### src/rtl/cor_pkg.sv
// Shared types, constants and the octant point function of the circle rasterizer.
package cor_pkg;

   localparam int MAX_SURFACE_SIDE = 4096;

   localparam int COORD_W    = 13;
   localparam int RADIUS_W   = 12;
   localparam int COLOR_W    = 32;
   localparam int PIXEL_W    = 14;
   localparam int ADDR_W     = 24;
   localparam int DECISION_W = 18;
   localparam int SIDE_W     = 13;

   localparam int QUEUE_DEPTH     = 2;
   localparam int POINTS_PER_STEP = 8;
   localparam int POINT_IDX_W     = $clog2(POINTS_PER_STEP);

   localparam logic MODE_START = 1'b0;
   localparam logic MODE_STEP  = 1'b1;

   localparam int  CSR_INDEX_W = 1;
   localparam logic [CSR_INDEX_W-1:0] CSR_SURFACE_WIDTH  = 1'b0;
   localparam logic [CSR_INDEX_W-1:0] CSR_SURFACE_HEIGHT = 1'b1;

   // One step command handed from the front to the back through the queue.
   typedef struct packed {
      logic                      blank;
      logic                      done;
      logic signed [COORD_W-1:0] cx;
      logic signed [COORD_W-1:0] cy;
      logic signed [COORD_W-1:0] x;
      logic signed [COORD_W-1:0] y;
      logic [COLOR_W-1:0]        color;
   } cmd_type;

   typedef struct packed {
      logic signed [PIXEL_W-1:0] px;
      logic signed [PIXEL_W-1:0] py;
   } point_type;

   // Returns the k-th of the eight symmetric points of a step.
   function automatic point_type octant_point(cmd_type c, logic [POINT_IDX_W-1:0] k);
      logic signed [PIXEL_W-1:0] cx;
      logic signed [PIXEL_W-1:0] cy;
      logic signed [PIXEL_W-1:0] x;
      logic signed [PIXEL_W-1:0] y;
      point_type p;
      cx = {c.cx[COORD_W-1], c.cx};
      cy = {c.cy[COORD_W-1], c.cy};
      x  = {c.x[COORD_W-1], c.x};
      y  = {c.y[COORD_W-1], c.y};
      case (k)
         3'd0: begin p.px = cx + x; p.py = cy + y; end
         3'd1: begin p.px = cx + y; p.py = cy + x; end
         3'd2: begin p.px = cx - x; p.py = cy + y; end
         3'd3: begin p.px = cx - y; p.py = cy + x; end
         3'd4: begin p.px = cx + x; p.py = cy - y; end
         3'd5: begin p.px = cx + y; p.py = cy - x; end
         3'd6: begin p.px = cx - x; p.py = cy - y; end
         3'd7: begin p.px = cx - y; p.py = cy - x; end
         default: begin p.px = cx; p.py = cy; end
      endcase
      return p;
   endfunction

endpackage

### src/rtl/cor_req_if.sv
// Request channel: valid, ready and the start or step word.
interface cor_req_if;
   logic                              valid;
   logic                              ready;
   logic                              mode;
   logic signed [cor_pkg::COORD_W-1:0] center_x;
   logic signed [cor_pkg::COORD_W-1:0] center_y;
   logic [cor_pkg::RADIUS_W-1:0]       radius;
   logic [cor_pkg::COLOR_W-1:0]        color;

   modport source (output valid, mode, center_x, center_y, radius, color, input ready);
   modport sink   (input valid, mode, center_x, center_y, radius, color, output ready);
endinterface

### src/rtl/cor_rsp_if.sv
// Response channel: valid, ready and one pixel word.
interface cor_rsp_if;
   logic                               valid;
   logic                               ready;
   logic signed [cor_pkg::PIXEL_W-1:0] pixel_x;
   logic signed [cor_pkg::PIXEL_W-1:0] pixel_y;
   logic [cor_pkg::ADDR_W-1:0]         pixel_address;
   logic [cor_pkg::COLOR_W-1:0]        pixel_color;
   logic                               write_enable;
   logic                               last;
   logic                               done_res;

   modport source (output valid, pixel_x, pixel_y, pixel_address, pixel_color,
                   write_enable, last, done_res, input ready);
   modport sink   (input valid, pixel_x, pixel_y, pixel_address, pixel_color,
                   write_enable, last, done_res, output ready);
endinterface

### src/rtl/cor_front.sv
// Front end: accepts start and step words, runs the midpoint recurrence, queues step commands.
module cor_front (
   input  logic             clock,
   input  logic             reset,
   cor_req_if.sink          req_ch,
   output logic             push_valid,
   input  logic             push_ready,
   output cor_pkg::cmd_type push_data
);

   localparam int CW = cor_pkg::COORD_W;
   localparam int DW = cor_pkg::DECISION_W;

   logic                         active_ff, active_in;
   logic signed [CW-1:0]         cx_ff, cx_in;
   logic signed [CW-1:0]         cy_ff, cy_in;
   logic signed [CW-1:0]         x_ff, x_in;
   logic signed [CW-1:0]         y_ff, y_in;
   logic signed [DW-1:0]         d_ff, d_in;
   logic [cor_pkg::COLOR_W-1:0]  color_ff, color_in;

   logic                 accept;
   logic signed [DW-1:0] x_ext;
   logic signed [DW-1:0] y_ext;
   logic signed [CW-1:0] x_next;
   logic signed [CW-1:0] y_next;
   logic signed [DW-1:0] d_next;
   logic                 done_next;

   assign req_ch.ready = push_ready;
   assign accept       = req_ch.valid && push_ready;

   always_comb begin
      x_ext  = {{(DW-CW){x_ff[CW-1]}}, x_ff};
      y_ext  = {{(DW-CW){y_ff[CW-1]}}, y_ff};
      x_next = x_ff + CW'(1);
      if (d_ff[DW-1]) begin
         d_next = d_ff + (x_ext <<< 2) + DW'(6);
         y_next = y_ff;
      end else begin
         d_next = d_ff + ((x_ext - y_ext) <<< 2) + DW'(10);
         y_next = y_ff - CW'(1);
      end
      done_next = y_next < x_next;
   end

   always_comb begin
      active_in = active_ff;
      cx_in     = cx_ff;
      cy_in     = cy_ff;
      x_in      = x_ff;
      y_in      = y_ff;
      d_in      = d_ff;
      color_in  = color_ff;

      push_valid      = accept && (req_ch.mode == cor_pkg::MODE_STEP);
      push_data.blank = !active_ff;
      push_data.done  = active_ff ? done_next : 1'b1;
      push_data.cx    = cx_ff;
      push_data.cy    = cy_ff;
      push_data.x     = x_ff;
      push_data.y     = y_ff;
      push_data.color = color_ff;

      if (accept) begin
         if (req_ch.mode == cor_pkg::MODE_START) begin
            active_in = 1'b1;
            cx_in     = req_ch.center_x;
            cy_in     = req_ch.center_y;
            x_in      = '0;
            y_in      = {1'b0, req_ch.radius};
            d_in      = DW'(3) - $signed({{(DW-cor_pkg::RADIUS_W-1){1'b0}},
                                          req_ch.radius, 1'b0});
            color_in  = req_ch.color;
         end else if (active_ff) begin
            x_in      = x_next;
            y_in      = y_next;
            d_in      = d_next;
            active_in = !done_next;
         end
      end
   end

   always_ff @(posedge clock) begin
      if (reset) begin
         active_ff <= 1'b0;
         cx_ff     <= '0;
         cy_ff     <= '0;
         x_ff      <= '0;
         y_ff      <= '0;
         d_ff      <= '0;
         color_ff  <= '0;
      end else begin
         active_ff <= active_in;
         cx_ff     <= cx_in;
         cy_ff     <= cy_in;
         x_ff      <= x_in;
         y_ff      <= y_in;
         d_ff      <= d_in;
         color_ff  <= color_in;
      end
   end

endmodule

### src/rtl/cor_queue.sv
// Short command queue between the front end and the pixel back end.
module cor_queue (
   input  logic             clock,
   input  logic             reset,
   input  logic             push_valid,
   output logic             push_ready,
   input  cor_pkg::cmd_type push_data,
   output logic             pop_valid,
   input  logic             pop_ready,
   output cor_pkg::cmd_type pop_data
);

   localparam int DEPTH = cor_pkg::QUEUE_DEPTH;
   localparam int PTR_W = (DEPTH > 1) ? $clog2(DEPTH) : 1;
   localparam int CNT_W = $clog2(DEPTH + 1);

   cor_pkg::cmd_type   entry_ff [DEPTH];
   logic [PTR_W-1:0]   wr_ptr_ff, wr_ptr_in;
   logic [PTR_W-1:0]   rd_ptr_ff, rd_ptr_in;
   logic [CNT_W-1:0]   count_ff, count_in;
   logic               do_push;
   logic               do_pop;

   assign push_ready = count_ff != CNT_W'(DEPTH);
   assign pop_valid  = count_ff != '0;
   assign pop_data   = entry_ff[rd_ptr_ff];
   assign do_push    = push_valid && push_ready;
   assign do_pop     = pop_valid && pop_ready;

   always_comb begin
      wr_ptr_in = wr_ptr_ff;
      rd_ptr_in = rd_ptr_ff;
      if (do_push) begin
         wr_ptr_in = (wr_ptr_ff == PTR_W'(DEPTH - 1)) ? '0 : wr_ptr_ff + PTR_W'(1);
      end
      if (do_pop) begin
         rd_ptr_in = (rd_ptr_ff == PTR_W'(DEPTH - 1)) ? '0 : rd_ptr_ff + PTR_W'(1);
      end
      count_in = count_ff + CNT_W'(do_push) - CNT_W'(do_pop);
   end

   always_ff @(posedge clock) begin
      if (reset) begin
         wr_ptr_ff <= '0;
         rd_ptr_ff <= '0;
         count_ff  <= '0;
      end else begin
         wr_ptr_ff <= wr_ptr_in;
         rd_ptr_ff <= rd_ptr_in;
         count_ff  <= count_in;
      end
   end

   always_ff @(posedge clock) begin
      if (do_push) begin
         entry_ff[wr_ptr_ff] <= push_data;
      end
   end

endmodule

### src/rtl/cor_back.sv
// Back end: a command yields eight clipped, addressed pixel words, one if blank.
module cor_back #(
   parameter int MAX_SIDE = cor_pkg::MAX_SURFACE_SIDE
) (
   input  logic                         clock,
   input  logic                         reset,
   input  logic                         pop_valid,
   output logic                         pop_ready,
   input  cor_pkg::cmd_type             pop_data,
   input  logic [cor_pkg::SIDE_W-1:0]   surface_width,
   input  logic [cor_pkg::SIDE_W-1:0]   surface_height,
   cor_rsp_if.source                    rsp_ch
);

   localparam int KW = cor_pkg::POINT_IDX_W;
   localparam int SW = cor_pkg::SIDE_W;
   localparam int PW = cor_pkg::PIXEL_W;
   localparam int AW = cor_pkg::ADDR_W;

   // Command stage: holds the command being expanded and the point index.
   logic                 a_valid_ff, a_valid_in;
   cor_pkg::cmd_type     a_cmd_ff, a_cmd_in;
   logic [KW-1:0]        k_ff, k_in;

   // Point stage.
   logic                 b_valid_ff, b_valid_in;
   cor_pkg::point_type   b_point_ff;
   logic                 b_blank_ff, b_last_ff, b_done_ff;
   logic [cor_pkg::COLOR_W-1:0] b_color_ff;

   // Output register.
   logic                 o_valid_ff, o_valid_in;
   logic signed [PW-1:0] o_x_ff, o_y_ff;
   logic [AW-1:0]        o_addr_ff;
   logic [cor_pkg::COLOR_W-1:0] o_color_ff;
   logic                 o_we_ff, o_last_ff, o_done_ff;

   logic                 o_free, b_free, a_issue, a_last;
   cor_pkg::point_type   a_point;
   logic [SW-1:0]        w_eff, h_eff;
   logic                 on_surface;
   logic [2*SW-1:0]      addr_sum;

   assign o_free  = !o_valid_ff || rsp_ch.ready;
   assign b_free  = !b_valid_ff || o_free;
   assign a_issue = a_valid_ff && b_free;
   assign a_last  = a_cmd_ff.blank || (k_ff == KW'(cor_pkg::POINTS_PER_STEP - 1));
   assign pop_ready = !a_valid_ff || (a_issue && a_last);
   assign a_point = cor_pkg::octant_point(a_cmd_ff, k_ff);

   always_comb begin
      a_valid_in = a_valid_ff;
      a_cmd_in   = a_cmd_ff;
      k_in       = k_ff;
      if (pop_ready) begin
         a_valid_in = pop_valid;
         a_cmd_in   = pop_data;
         k_in       = '0;
      end else if (a_issue) begin
         k_in = k_ff + KW'(1);
      end
      b_valid_in = b_free ? a_issue : b_valid_ff;
      o_valid_in = o_free ? b_valid_ff : o_valid_ff;
   end

   // Clipping and row-major addressing of the point stage.
   always_comb begin
      w_eff = (int'(surface_width) > MAX_SIDE) ? SW'(MAX_SIDE) : surface_width;
      h_eff = (int'(surface_height) > MAX_SIDE) ? SW'(MAX_SIDE) : surface_height;
      on_surface = !b_blank_ff && !b_point_ff.px[PW-1] && !b_point_ff.py[PW-1]
               && (b_point_ff.px[SW-1:0] < w_eff) && (b_point_ff.py[SW-1:0] < h_eff);
      addr_sum = b_point_ff.py[SW-1:0] * w_eff + {{SW{1'b0}}, b_point_ff.px[SW-1:0]};
   end

   always_ff @(posedge clock) begin
      if (reset) begin
         a_valid_ff <= 1'b0;
         k_ff       <= '0;
         b_valid_ff <= 1'b0;
         o_valid_ff <= 1'b0;
      end else begin
         a_valid_ff <= a_valid_in;
         k_ff       <= k_in;
         b_valid_ff <= b_valid_in;
         o_valid_ff <= o_valid_in;
      end
   end

   always_ff @(posedge clock) begin
      a_cmd_ff <= a_cmd_in;
      if (a_issue) begin
         b_blank_ff <= a_cmd_ff.blank;
         b_last_ff  <= a_last;
         b_done_ff  <= a_cmd_ff.done;
         if (a_cmd_ff.blank) begin
            b_point_ff <= '0;
            b_color_ff <= '0;
         end else begin
            b_point_ff <= a_point;
            b_color_ff <= a_cmd_ff.color;
         end
      end
      if (b_valid_ff && o_free) begin
         o_x_ff     <= b_point_ff.px;
         o_y_ff     <= b_point_ff.py;
         o_addr_ff  <= on_surface ? addr_sum[AW-1:0] : '0;
         o_color_ff <= b_color_ff;
         o_we_ff    <= on_surface;
         o_last_ff  <= b_last_ff;
         o_done_ff  <= b_done_ff;
      end
   end

   assign rsp_ch.valid         = o_valid_ff;
   assign rsp_ch.pixel_x       = o_x_ff;
   assign rsp_ch.pixel_y       = o_y_ff;
   assign rsp_ch.pixel_address = o_addr_ff;
   assign rsp_ch.pixel_color   = o_color_ff;
   assign rsp_ch.write_enable  = o_we_ff;
   assign rsp_ch.last          = o_last_ff;
   assign rsp_ch.done_res      = o_done_ff;

endmodule

### src/rtl/circle_outline_rasterizer_core.sv
// Top level of the midpoint circle outline rasterizer.
//
// The request channel carries start words (mode 0: center, radius, color) and
// step words (mode 1). A start word loads a new circle and produces nothing.
// Each step word of an active circle produces eight pixel words on the response
// channel, one per octant, the eighth marked with last; every word of the step
// that completes the circle carries done_res. A step with no active circle
// produces a single blank word with last and done_res set.
// Each pixel word carries its coordinates, the row-major address y*width+x and
// a write enable that is set only when the point lies inside the surface.
// Surface width and height are written through the csr port while the block is
// idle; values above MAX_SURFACE_SIDE are clamped to it.
// A step word passes the command queue, the command and point stages and the
// output register before its first pixel word appears. Throughput: the
// response channel moves one word per cycle while the receiver is ready, paced
// by the point expansion in the back end. The front end runs ahead through
// a two-entry command queue, so it keeps taking words while the back end works.
// Reset clears the active circle, the queue and all valid flags, and loads the
// surface size of 640 by 480. When the receiver stalls, the output word holds
// and the stall backs up through the queue to the request ready.
module circle_outline_rasterizer_core #(
   parameter int MAX_SURFACE_SIDE = cor_pkg::MAX_SURFACE_SIDE
) (
   input  logic                              clock,
   input  logic                              reset,
   cor_req_if.sink                           req_ch,
   cor_rsp_if.source                         rsp_ch,
   input  logic                              csr_write_enable,
   input  logic [cor_pkg::CSR_INDEX_W-1:0]   csr_index,
   input  logic [cor_pkg::SIDE_W-1:0]        csr_write_data
);

   localparam int SW = cor_pkg::SIDE_W;

   logic [SW-1:0]     width_ff, width_in;
   logic [SW-1:0]     height_ff, height_in;

   logic              push_valid, push_ready;
   cor_pkg::cmd_type  push_data;
   logic              pop_valid, pop_ready;
   cor_pkg::cmd_type  pop_data;

   // Registers: the user writes only while the block is idle; not enforced.
   always_comb begin
      width_in  = width_ff;
      height_in = height_ff;
      if (csr_write_enable) begin
         unique case (csr_index)
            cor_pkg::CSR_SURFACE_WIDTH:  width_in  = csr_write_data;
            cor_pkg::CSR_SURFACE_HEIGHT: height_in = csr_write_data;
            default: ;
         endcase
      end
   end

   always_ff @(posedge clock) begin
      if (reset) begin
         width_ff  <= SW'(640);
         height_ff <= SW'(480);
      end else begin
         width_ff  <= width_in;
         height_ff <= height_in;
      end
   end

   // Front end: midpoint recurrence and command generation.
   cor_front u_front (
      .clock      (clock),
      .reset      (reset),
      .req_ch     (req_ch),
      .push_valid (push_valid),
      .push_ready (push_ready),
      .push_data  (push_data)
   );

   // Command queue decouples the recurrence from pixel output.
   cor_queue u_queue (
      .clock      (clock),
      .reset      (reset),
      .push_valid (push_valid),
      .push_ready (push_ready),
      .push_data  (push_data),
      .pop_valid  (pop_valid),
      .pop_ready  (pop_ready),
      .pop_data   (pop_data)
   );

   // Back end: octant expansion, clipping, addressing and the output register.
   cor_back #(
      .MAX_SIDE (MAX_SURFACE_SIDE)
   ) u_back (
      .clock          (clock),
      .reset          (reset),
      .pop_valid      (pop_valid),
      .pop_ready      (pop_ready),
      .pop_data       (pop_data),
      .surface_width  (width_ff),
      .surface_height (height_ff),
      .rsp_ch         (rsp_ch)
   );

endmodule

### src/flat_wrapper.sv
// flat-port wrapper written by rule: the top's interface ports become plain ports
module circle_outline_rasterizer_core_flat 
#(
   parameter int MAX_SURFACE_SIDE = cor_pkg::MAX_SURFACE_SIDE
)
  (clock, reset, csr_write_enable, csr_index, csr_write_data, req_ch_valid, req_ch_mode, req_ch_center_x, req_ch_center_y, req_ch_radius, req_ch_color, req_ch_ready, rsp_ch_valid, rsp_ch_pixel_x, rsp_ch_pixel_y, rsp_ch_pixel_address, rsp_ch_pixel_color, rsp_ch_write_enable, rsp_ch_last, rsp_ch_done_res, rsp_ch_ready);
  cor_req_if req_ch_i ();
  cor_rsp_if rsp_ch_i ();
  input  logic clock;
  input  logic reset;
  input  logic csr_write_enable;
  input  logic [cor_pkg::CSR_INDEX_W-1:0] csr_index;
  input  logic [cor_pkg::SIDE_W-1:0] csr_write_data;
  input wire logic [$bits(req_ch_i.valid)-1:0] req_ch_valid;
  input wire logic [$bits(req_ch_i.mode)-1:0] req_ch_mode;
  input wire logic [$bits(req_ch_i.center_x)-1:0] req_ch_center_x;
  input wire logic [$bits(req_ch_i.center_y)-1:0] req_ch_center_y;
  input wire logic [$bits(req_ch_i.radius)-1:0] req_ch_radius;
  input wire logic [$bits(req_ch_i.color)-1:0] req_ch_color;
  output wire logic [$bits(req_ch_i.ready)-1:0] req_ch_ready;
  output wire logic [$bits(rsp_ch_i.valid)-1:0] rsp_ch_valid;
  output wire logic [$bits(rsp_ch_i.pixel_x)-1:0] rsp_ch_pixel_x;
  output wire logic [$bits(rsp_ch_i.pixel_y)-1:0] rsp_ch_pixel_y;
  output wire logic [$bits(rsp_ch_i.pixel_address)-1:0] rsp_ch_pixel_address;
  output wire logic [$bits(rsp_ch_i.pixel_color)-1:0] rsp_ch_pixel_color;
  output wire logic [$bits(rsp_ch_i.write_enable)-1:0] rsp_ch_write_enable;
  output wire logic [$bits(rsp_ch_i.last)-1:0] rsp_ch_last;
  output wire logic [$bits(rsp_ch_i.done_res)-1:0] rsp_ch_done_res;
  input wire logic [$bits(rsp_ch_i.ready)-1:0] rsp_ch_ready;
  assign req_ch_i.valid = req_ch_valid;
  assign req_ch_i.mode = req_ch_mode;
  assign req_ch_i.center_x = req_ch_center_x;
  assign req_ch_i.center_y = req_ch_center_y;
  assign req_ch_i.radius = req_ch_radius;
  assign req_ch_i.color = req_ch_color;
  assign req_ch_ready = req_ch_i.ready;
  assign rsp_ch_valid = rsp_ch_i.valid;
  assign rsp_ch_pixel_x = rsp_ch_i.pixel_x;
  assign rsp_ch_pixel_y = rsp_ch_i.pixel_y;
  assign rsp_ch_pixel_address = rsp_ch_i.pixel_address;
  assign rsp_ch_pixel_color = rsp_ch_i.pixel_color;
  assign rsp_ch_write_enable = rsp_ch_i.write_enable;
  assign rsp_ch_last = rsp_ch_i.last;
  assign rsp_ch_done_res = rsp_ch_i.done_res;
  assign rsp_ch_i.ready = rsp_ch_ready;
  circle_outline_rasterizer_core #(.MAX_SURFACE_SIDE(MAX_SURFACE_SIDE)) u_core (.clock(clock), .reset(reset), .req_ch(req_ch_i), .rsp_ch(rsp_ch_i), .csr_write_enable(csr_write_enable), .csr_index(csr_index), .csr_write_data(csr_write_data));
endmodule
### config.mk
export PLATFORM = sky130hd
export DESIGN_NAME = circle_outline_rasterizer_core_flat
export DESIGN_NICKNAME = d
export VERILOG_FILES = /design/src/rtl/cor_pkg.sv /design/src/rtl/cor_req_if.sv /design/src/rtl/cor_rsp_if.sv /design/src/rtl/cor_front.sv /design/src/rtl/cor_queue.sv /design/src/rtl/cor_back.sv /design/src/rtl/circle_outline_rasterizer_core.sv /design/src/flat_wrapper.sv
export SDC_FILE = /design/constraint.sdc
export NUM_CORES = 1
export LEC_CHECK = 0
export BUFFER_PORTS_ARGS = -buffer_cell sky130_fd_sc_hd__buf_2
export CORE_MARGIN = 2
export CORE_UTILIZATION = 65
export DETAILED_ROUTE_END_ITERATION = 8
export PLACE_DENSITY = 0.84
export REMOVE_ABC_BUFFERS = 1
export SLEW_MARGIN = 20
export SYNTH_ARGS = -nofsm -noshare
export SYNTH_HDL_FRONTEND = slang
export SYNTH_SLANG_ARGS = --single-unit
### constraint.sdc
create_clock -name clock -period 15.1 [get_ports clock]
set_clock_uncertainty 0.2 [all_clocks]
set_input_delay 3.02 -clock clock [delete_from_list [all_inputs] [get_ports clock]]
set_output_delay 3.02 -clock clock [all_outputs]
set_load 0.1 [all_outputs]
# Word-level counts from Yosys, hierarchy flattened
# Memories as Yosys holds them, arrays and structs flattened. A register that Yosys moved wholly into a read port is not among the register bits.
# Index checks and enable logic that the tools add are counted.
[classes]
addsub = 22
multipliers = 1
div = 0
n_lt_le_gt_ge = 5
eq_ne = 9
n_shift = 0
n_mux = 18
bitwise = 2
reduce_logical = 30
[op_table]
columns = ["op", "n"]
rows = [
  ["28-bit one-hot mux with 8 select lines", 1],
  ["13-bit 2-to-1 mux", 7],
  ["13-bit by 13-bit subtractor with 14-bit output", 5],
  ["13-bit by 13-bit adder with 14-bit output", 4],
  ["18-bit 2-to-1 mux", 3],
  ["13-bit < comparator", 3],
  ["13-bit > comparator, second input constant", 2],
  ["24-bit by 13-bit adder with 24-bit output", 1],
  ["13-bit by 13-bit multiplier with 24-bit output", 1],
  ["18-bit by 15-bit adder with 18-bit output", 1],
  ["18-bit by 16-bit adder with 18-bit output", 1],
  ["18-bit by 4-bit adder with 18-bit output, second input constant", 1],
  ["18-bit by 5-bit adder with 18-bit output, second input constant", 1],
  ["2-bit by 13-bit subtractor with 14-bit output, first input constant", 1],
  ["13-bit by 2-bit adder with 13-bit output, second input constant", 1],
  ["13-bit by 2-bit subtractor with 13-bit output, second input constant", 1],
  ["3-bit == test, second input constant", 4],
  ["1-bit logical AND", 11],
  ["1-bit logical NOT", 8],
  ["2-bit AND reduction", 4],
  ["1-bit 2-to-1 mux", 7],
  ["3-bit by 2-bit == test with 1-bit output, second input constant", 2],
  ["1-bit logical OR", 4],
  ["3-bit by 1-bit adder with 3-bit output, second input constant", 1],
  ["other kinds (10)", 12],
]
[word_totals]
regBits = 289
latchBits = 0
mem_bits_rw = 172
romBits = 0
input_bits = 90
output_inout_bits = 89
wordCells = 117
memories = 1
[memory_table]
columns = ["name", "words", "word_bits", "rd", "rd_ports_with_merged_regs", "wr", "line", "source"]
rows = [
  ["u_core.u_queue.entry_ff", 2, 86, 1, 1, 1, "cor_queue.sv:17", "cor_pkg::cmd_type entry_ff [DEPTH];"],
]

# Depth between registers and ports, before layout
# Gate-level depths: netlist (run 1).
[depth]
word_depth = 8
ltp_mapped = 24
depth_no_buf = 23

# Hierarchy
# A second synthesis (run 1) with hierarchy kept.
[hier_totals]
hier_cells = 3214
hier_area_um2 = 34478.1
[by_module_without_submodules]
columns = ["module", "n_inst", "cells_each", "area_per_inst_um2", "seq_area_each_um2"]
rows = [
  ["cor_back", 1, 1854, 19393.6, 7206.9],
  ["cor_front", 1, 960, 7379.6, 2042.0],
  ["cor_queue", 1, 297, 6622.6, 5265.0],
  ["circle_outline_rasterizer_core", 1, 103, 1082.3, 520.5],
]

# Least setup slack after synthesis (run 1)
# OpenSTA, ideal clock, no wires.
[synth_path]
kind = "in2reg"
from = "input port req_ch_mode"
to = "memory u_core.u_queue.entry_ff[0][0] (netlist name) (enable)"
setup_ns = 0.532
t_arrival_ns = 7.315
required_ns = 14.368
slack_ns = 7.053
path_stages = 4
n_path_buf = 2
path_cell_list = "clkbuf_1 clkbuf_1 nand2_1 nor2_1"
[synth_via]
elab_chain_len = 4
[synth_lines]
columns = ["element", "line", "source"]
rows = [
  ["from (decl)", "flat_wrapper.sv:15", "input wire logic [$bits(req_ch_i.mode)-1:0] req_ch_mode;"],
  ["1-bit logical AND", "cor_front.sv:56", "push_valid = accept && (req_ch.mode == cor_pkg::MODE_STEP);"],
  ["1-bit logical AND", "cor_queue.sv:27", "assign do_push = push_valid && push_ready;"],
  ["1-bit 2-to-1 mux", "cor_queue.sv:55", "if (do_push) begin"],
  ["1-bit 2-to-1 mux (implied by the code)", "cor_queue.sv:56", "entry_ff[wr_ptr_ff] <= push_data;"],
  ["to (decl)", "cor_queue.sv:17", ""],
]
# No other way between the ends.

# Final worst setup path (run 1)
[layout_path]
from = "register u_core.width_ff[12]"
to = "register u_core.u_back.o_addr_ff[22] (netlist: u_core.u_back.rsp_ch.pixel_address[22]) (data pin)"
[layout_via]
elab_chain_len = 5
elab_cells_between_ends = 7
cone_classes = "1 x add/sub; 1 x mul; 2 x order compare; 1 x mux; 2 x reduce/logical"
[layout_lines]
columns = ["element", "line", "source"]
rows = [
  ["from (decl)", "circle_outline_rasterizer_core.sv:35", "logic [SW-1:0] width_ff, width_in;"],
  ["from (signal assigned)", "circle_outline_rasterizer_core.sv:61", "width_ff <= width_in;"],
  ["13-bit > comparator", "cor_back.sv:68", "w_eff = (int'(surface_width) > MAX_SIDE) ? SW'(MAX_SIDE) : surface_width;"],
  ["13-bit 2-to-1 mux (*)", "cor_back.sv:68", ""],
  ["branches (longest 3 deep; another with 13-bit by 13-bit multiplier with 24-bit output)", "--", ""],
  ["to (signal assigned)", "cor_back.sv:106", "o_addr_ff <= on_surface ? addr_sum[AW-1:0] : '0;"],
  ["to (decl)", "cor_back.sv:34", "logic [AW-1:0] o_addr_ff;"],
]
# Every way passes the cells marked *.
# A chain may end at the register's enable or synchronous reset.

==> reports/results.ini, run 1 <==
[outcome]
status=finished clean

[grt]
antenna_found_initial=1
grt_pass1_wl_mm=128.6
grt_usage_pct=30.15
met3_usage_pct=3.745
grt_pass1_vias=25060
grtUsageMet1_pct=36.41
grt_max_degree=78
gr-usage-met2_pct=54.05
globalRouteOverflowTotal=0
grt_busiest_layer=met2

[clock_network]
htree_levels=2
clock_path_buffers=3
cts-buffers-inserted=54
clock_latency_ps=650
cts_setup_buffers=0
cts_repair_resize_count=0
tritoncts=yes
cts.sinks=546
hold_buffers=0
cts.clk_slew.worst_paths_ps=70
clock-root-buffer=clkbuf_16

[timing]
setup_tns_ps=0
hold_violations=0
min_period_ps=7159
worstMarginPinSlew_ps=1169
finalSetupViolCount=0
relSlewSlack_pct=21.92
clock.fmax_mhz=139.7
rsz0062_at_grt=no
slew_viol_final=0
period_share_pct=47.41

[yosys]
yosysTopAreaCell=edfxtp_1
synth-seq-area-share_pct=44.36
synth_area_leaders=edfxtp_1 (36%), ha_1 (11%), fa_1 (8.3%), dfxtp_1 (8.2%), nand2_1 (4.0%)
synth_ff_type=edfxtp_1
syn_avg_cell_area_um2=10.64
synth_edf_count=408
ys_ff_latch=546
postSynthCellCount=3180
syn-cell-area_um2=33850
synth_top_area_share_pct=36.19
synth_warnings=0
synth.distinct_cells=88
ys_async_sr_fraction_pct=0

[cells_and_area]
multi_input_area_um2=17270
syn_to_final_growth_pct=9.818
finalNetCount=3836
fillers=3558
drive_gt1_share_pct=12.69
regArea_um2=15020

[floorplan]
die_y_um=232.2
dieArea_um2=53920
rows=83
start_util_pct=65.85
pin_count=179
die_x_um=232.2
core-area_um2=51410

[power]
fin_total_pwr_mw=7.614
ir_drop_v=0.0001349
power_density_nw_per_um2=204.8
leakage_nw=15.47

[worst_hold_path]
min_path_type=flip-flop to flip-flop
worstHoldPathCells=0
hp-start=u_core.u_back.b_color_ff[29]
holdPathEnd=u_core.u_back.rsp_ch.pixel_color[29]

[worst_setup_path]
worst_ep_required_time_ps=15270
cp-start-kind=flip-flop
arrival_ps=7330
rr_endpoint=u_core.u_back.rsp_ch.pixel_address[22]
crit_fanout=27
worst_path_most_repeated_cell=fa_1
crit_slowest_cell=nor2b_1
crit_chain=buf_4 -> nor2b_1 -> nand2_1 -> fa_1 -> inv_1 -> fa_1 -> inv_1 -> fa_1 -> inv_1 -> fa_1 -> fa_1 -> inv_1 -> fa_1 -> inv_1 -> ha_1 -> or3_1 -> nor3_1 -> o21ai_0 -> and3_1 -> o2111ai_1 -> nand3_1 -> nor3b_1
r2r_cells=22
critical_path_class=flip-flop to flip-flop
crit_path_end_kind=flip-flop
max_stage_delay_ps=920
r2r_start=u_core.width_ff[12]
ff2ff_setup_slack_ps=7940

[placement]
portBuffers=178
hpwl_mm=58.00
place_congestion=0.9469

[detailed_routing]
drc_errors=0
num_vias=24460
viasPerCell=6.070
first_pass_iters=6
routed_wl_mm=81.06
antenna_left=0
initialDrtViolationCount=2103
wl_per_cell_um=20.11

[flow_run]
drv_cap=0

## state kept, by name, indices dropped and copies added, names as in the netlist, 3 cells and up
register	cells
u_core.u_queue.entry_ff	172
u_core.u_back.a_cmd_ff	86
u_core.u_back.b_color_ff	32
u_core.u_back.rsp_ch.pixel_color	32
u_core.u_front.color_ff	32
u_core.u_back.b_point_ff	28
u_core.u_back.rsp_ch.pixel_address	24
u_core.u_front.d_ff	17
u_core.u_back.rsp_ch.pixel_x	14
u_core.u_back.rsp_ch.pixel_y	14
u_core.height_ff	13
u_core.u_front.cx_ff	13
u_core.u_front.cy_ff	13
u_core.u_front.x_ff	13
u_core.u_front.y_ff	13
u_core.width_ff	13
u_core.u_back.k_ff	3
## cell families after synthesis
group | after synthesis | synth area share (%)
adder cells (fa/ha/maj) | 443 | 19.48
multiplexers | 98 | 3.220
XOR/XNOR | 131 | 3.434
flip-flops | 546 | 44.36
AO/OA/AOI/OAI | 616 | 11.91
AND/OR/NAND/NOR | 922 | 12.83
buffers and inverters | 424 | 4.779
## critical path: cells and delay by family, from the launching register on
family	cells	cell delay (ps)
adder cells (fa/ha/maj)	7	3210
buffers and inverters	6	470
AO/OA/AOI/OAI	2	490
AND/OR/NAND/NOR	7	2230
flip-flops	1	300
## cells in the final DEF, fill, tap and decap left out, types with 12 or more instances in the layout
| master | n |
|---|---|
| edfxtp_1 | 408 |
| a211oi_1 | 17 |
| a21oi_1 | 237 |
| and2_1 | 93 |
| a31oi_1 | 23 |
| xnor2_1 | 87 |
| mux2_2 | 87 |
| clkbuf_16 | 54 |
| a22oi_1 | 18 |
| o22ai_1 | 14 |
| o211ai_1 | 21 |
| o21ai_0 | 86 |
| fa_1 | 140 |
| nor2b_1 | 59 |
| ha_1 | 303 |
| nor2_1 | 184 |
| nand2b_1 | 28 |
| or3_1 | 18 |
| nor3_1 | 58 |
| a221o_1 | 12 |
| nand2_1 | 362 |
| nand3_1 | 34 |
| and3_1 | 21 |
| buf_4 | 24 |
| inv_1 | 290 |
| dfxtp_1 | 137 |
| xor2_1 | 43 |
| a21o_1 | 41 |
| buf_2 | 177 |
| o21a_1 | 23 |
## cell type report
type | count | share of cell area (%)
Multi-Input combinational cell | 2210 | 46.46
Clock inverter | 36 | 1.208
Antenna cell | 1 | 0.006732
Inverter | 290 | 2.928
Sequential cell | 546 | 40.40
Timing Repair Buffer | 201 | 2.868
Clock buffer | 66 | 3.837
Tap cell | 680 | 2.289
## synth_stat cells, types with 94 or more instances
master / count
edfxtp_1: 408
nand2_1: 364
ha_1: 303
inv_1: 290
a21oi_1: 237
nor2_1: 186
fa_1: 140
dfxtp_1: 138
clkbuf_1: 114
and2_1: 94
## where the power goes
part	switching [mW]	internal, mW	leakage, nW
registers	0.271	1.98	4.95
clock network	0.606	0.789	0.897
logic	2.42	1.55	9.63
## stage by stage
stage | area (um^2) | setup slack, ps | hold slack, ps | utilization, % | std cells
2_1_floorplan | 33320 | 7378 | 200.3 | - | 3046
3_3_place_gp | 35290 | 8223 | 200.6 | 68.66 | 3927
3_5_place_dp | 35290 | 8068 | 204.5 | 68.66 | 3927
4_1_cts | 37170 | 8025 | 218.1 | 72.30 | 4029
5_1_grt | 37170 | 7658 | 221.6 | 72.31 | 4030
6_report | 37170 | 7941 | 213.0 | 72.31 | 4030
## worst max path at each step
stage | startpoint | end | depth (start not counted)
after global placement | u_core.width_ff[12] | u_core.u_back.rsp_ch.pixel_address[22] | 22
after CTS | u_core.width_ff[12] | u_core.u_back.rsp_ch.pixel_address[22] | 22
after global routing | u_core.width_ff[12] | u_core.u_back.rsp_ch.pixel_address[23] | 21
after floorplan | req_ch_valid | u_core.u_queue.entry_ff[0][0] | 3
after detailed placement | u_core.width_ff[12] | u_core.u_back.rsp_ch.pixel_address[17] | 21
final | u_core.width_ff[12] | u_core.u_back.rsp_ch.pixel_address[22] | 22
## per-layer routing
metal  part of all wire [%]  vias up
li1                       -    11390
met1                     39    11900
met2                     52      938
met3                    5.2      234
met4                    4.0        0
met5                      0        -
No activity file was read; power rests on OpenSTA's default activity.
==> inputs of run 2 (changes only) <==
--- a/config.mk
+++ b/config.mk
@@ -7,9 +7,9 @@
 export LEC_CHECK = 0
 export BUFFER_PORTS_ARGS = -buffer_cell sky130_fd_sc_hd__buf_2
 export CORE_MARGIN = 2
-export CORE_UTILIZATION = 65
+export CORE_UTILIZATION = 63
 export DETAILED_ROUTE_END_ITERATION = 8
-export PLACE_DENSITY = 0.84
+export PLACE_DENSITY = 0.82
 export REMOVE_ABC_BUFFERS = 1
 export SLEW_MARGIN = 20
 export SYNTH_ARGS = -nofsm -noshare
==> constraint.sdc (replaced) <==
create_clock -name clock -period 6.8 [get_ports clock]
set_clock_uncertainty 0.2 [all_clocks]
set_input_delay 1.36 -clock clock [delete_from_list [all_inputs] [get_ports clock]]
set_output_delay 1.36 -clock clock [all_outputs]
set_load 0.1 [all_outputs]
==> run 2 against run 1 <==
Register-to-register slack got worse by 7700 ps. Maximum frequency rose by 8.4%. Largest power group unchanged. Routed wire length down 1.4%. Highest routed layer unchanged. Flip-flop and latch count did not move. Clock power increased by 120%. Combinational power is 120% higher. Die area rose by 3.1%. Largest cell class unchanged. Core utilization fell by 1.6 points. Critical path type unchanged. Hold slack better by 5.7 ps. Via count is 0.54% lower.
==> reports/results.ini, run 2 (same netlist as run 1, synthesis figures left out) <==
[worst_setup_path]
crit_fanout=6  ; was 27
worst_ep_required_time_ps=6980  ; was 15270 ps
crit_buf_inv=6  ; unchanged
critPathTopFamily=adder cells  ; unchanged
critical_path_class=flip-flop to flip-flop  ; unchanged
cp-start-kind=flip-flop  ; unchanged
crit_chain=and2b_2 -> and2_1 -> fa_1 -> inv_1 -> fa_1 -> inv_1 -> fa_1 -> inv_1 -> fa_1 -> inv_1 -> fa_1 -> inv_1 -> fa_1 -> inv_1 -> ha_1 -> a21oi_1 -> o21ai_1 -> or3_1 -> o21a_1 -> or2_2 -> a31oi_2 -> xor2_1 -> nor2_1  ; was buf_4 -> nor2b_1 -> nand2_1 -> fa_1 -> inv_1 -> fa_1 -> inv_1 -> fa_1 -> inv_1 -> fa_1 -> fa_1 -> inv_1 -> fa_1 -> inv_1 -> ha_1 -> or3_1 -> nor3_1 -> o21ai_0 -> and3_1 -> o2111ai_1 -> nand3_1 -> nor3b_1
crit_slowest_cell=fa_1  ; was nor2b_1
max_stage_delay_ps=550  ; was 920 ps
arrival_ps=6790  ; was 7330 ps
crit_path_end_kind=flip-flop  ; unchanged

[placement]
portBuffers=178  ; unchanged
hpwl_mm=57.33  ; was 58.00 mm
post_dp_cell_area_um2=35460  ; was 35290 um^2
pre_cts_slack_ps=175.8  ; was 8068 ps
place_congestion=0.9969  ; was 0.9469

[timing]
slew_viol_final=0  ; unchanged
clock.fmax_mhz=151.4  ; was 139.7 MHz
min_period_ps=6606  ; was 7159 ps
relSlewSlack_pct=22.38  ; was 21.92%
hold_violations=0  ; unchanged
setup_ws_ps=193.5  ; was 7941 ps
period_share_pct=97.15  ; was 47.41%
finalSetupViolCount=0  ; unchanged
worstMarginPinSlew_ps=1164  ; was 1169 ps

[floorplan]
pin_count=179  ; unchanged
start_util_pct=64.03  ; was 65.85%
dieArea_um2=55600  ; was 53920 um^2
core-area_um2=52870  ; was 51410 um^2
die_y_um=235.8  ; was 232.2 um
die_x_um=235.8  ; was 232.2 um
rows=84  ; was 83

[power]
p_comb_share_pct=52.5  ; was 52.1%
power_density_nw_per_um2=453.9  ; was 204.8 nW/um^2
switching_power_mw=7.314  ; was 3.296 mW
ir_drop_v=0.0003150  ; was 0.0001349 V
clockPowerShare_pct=18.5  ; was 18.3%
p_sw_share_pct=43.08  ; was 43.28%
leakage_nw=15.62  ; was 15.47 nW
internal-power_mw=9.665  ; was 4.319 mW
sequentialPowerShare_pct=29.0  ; was 29.6%

[cells_and_area]
n_antenna_cell=0  ; was 1
fillers=3717  ; was 3558
top_regs=u_core.u_queue.entry_ff (172), u_core.u_back.a_cmd_ff (86)  ; unchanged
drive_gt1_share_pct=13.45  ; was 12.69%
final_cell_mix=edfxtp_1 (408), nand2_1 (362), ha_1 (303)  ; unchanged
largest_register_ffs=172  ; unchanged
final_cell_area_um2=37410  ; was 37170 um^2
syn_to_final_growth_pct=10.50  ; was 9.818%
final_common_cell=edfxtp_1  ; unchanged
largest-register=u_core.u_queue.entry_ff  ; unchanged
finalNetCount=3855  ; was 3836

[detailed_routing]
wl_per_cell_um=19.70  ; was 20.11 um
drc_errors=0  ; unchanged
routed_wl_mm=79.93  ; was 81.06 mm
first_pass_iters=9  ; was 6
viasPerCell=5.997  ; was 6.070
antenna_left=0  ; unchanged
initialDrtViolationCount=2013  ; was 2103
num_vias=24330  ; was 24460

[clock_network]
hold_buffers=0  ; unchanged
cts_setup_buffers=0  ; unchanged
cts.clk_slew.worst_paths_ps=60  ; was 70 ps
cts.sinks=546  ; unchanged
clock-root-buffer=clkbuf_16  ; unchanged
htree_levels=2  ; unchanged
tritoncts=yes  ; unchanged
cts-buffers-inserted=55  ; was 54
clock_latency_ps=630  ; was 650 ps
clock_path_buffers=3  ; unchanged

[worst_hold_path]
min_path_type=flip-flop to flip-flop  ; unchanged

[outcome]
status=finished clean  ; unchanged

[grt]
grt_usage_pct=28.62  ; was 30.15%
grt_max_degree=87  ; was 78
grt_pass1_vias=24900  ; was 25060
grt_pass1_wl_mm=127.8  ; was 128.6 mm
antenna_found_initial=0  ; was 1
globalRouteOverflowTotal=0  ; unchanged

[flow_run]
drv_cap=0  ; unchanged

==> run 2: cell types whose count changed in the layout (fill, tap and decap cells not counted), sizes merged <==
cell / before / now
clkinvlp: 6 / 3
inv: 292 / 297
diode: 1 / 0
buf: 201 / 219
clkinv: 22 / 16
bufinv: 6 / 2
clkbuf: 66 / 76
==> run 2: path summary, 6_finish.rpt <==
check                                     from                                      to  slack (ps)  cells after the start
setup reg to reg           u_core.width_ff[12]  u_core.u_back.rsp_ch.pixel_address[19]         190                     23
setup / recovery           u_core.width_ff[12]  u_core.u_back.rsp_ch.pixel_address[19]         190                     23
hold reg to reg   u_core.u_back.b_color_ff[13]    u_core.u_back.rsp_ch.pixel_color[13]         220                      0
hold / removal    u_core.u_back.b_color_ff[13]    u_core.u_back.rsp_ch.pixel_color[13]         220                      0
==> run 2: cell type report <==
cell class | count | area, um^2 | share of cell area, %
Inverter | 290 | 1089 | 2.910
Clock buffer | 76 | 1639 | 4.382
Timing Repair Buffer | 219 | 1226 | 3.278
Tap cell | 688 | 860.8 | 2.301
Multi-Input combinational cell | 2210 | 17290 | 46.21
Sequential cell | 546 | 15020 | 40.15
Clock inverter | 28 | 286.5 | 0.7660
==> run 2: per-stage QoR <==
| stage | power [mW] | hold slack [ps] | std cells | utilization (%) | setup TNS [ps] |
|---|---|---|---|---|---|
| 3_5_place_dp | 13.61 | 206.3 | 3953 | 67.08 | 0 |
| 3_3_place_gp | 13.20 | 202.4 | 3953 | 67.08 | 0 |
| 4_1_cts | 16.84 | 217.7 | 4057 | 70.72 | 0 |
| 5_1_grt | 18.11 | 224.3 | 4057 | 70.76 | -14.78 |
| 6_report | 16.98 | 218.7 | 4057 | 70.76 | 0 |
| 2_1_floorplan | 11.50 | 200.3 | 3046 | - | 0 |
==> run 2: repair_timing <==
action	CTS	global route
setup endpoints to repair	0	3
hold endpoints to repair	0	0
resized for setup	0	5
==> run 2: routing by layer <==
layer,GRT usage [%],up-vias,wire [um]
met5,0,-,0
met4,10.65,0,2806
met3,3.523,182,4443
met2,52.01,913,41020
met1,34.91,11830,31660
li1,-,11410,-
==> run 2: power groups by stage <==
stage	logic [mW]	registers, mW	clock network, mW
global route	9.84	4.98	3.30
floorplan	6.15	5.36	0
global placement	8.26	4.94	0
CTS	8.76	4.91	3.17
finish	8.92	4.92	3.14
detailed placement	8.64	4.97	0
==> run 2: worst reg2reg max path, delay by kind of cell, from the launching register on <==
family                   cells  cell delay (ps)
AND/OR/NAND/NOR              5             1220
flip-flops                   1              350
XOR/XNOR                     1              170
buffers and inverters        6              320
adder cells (fa/ha/maj)      7             3370
AO/OA/AOI/OAI                4              730
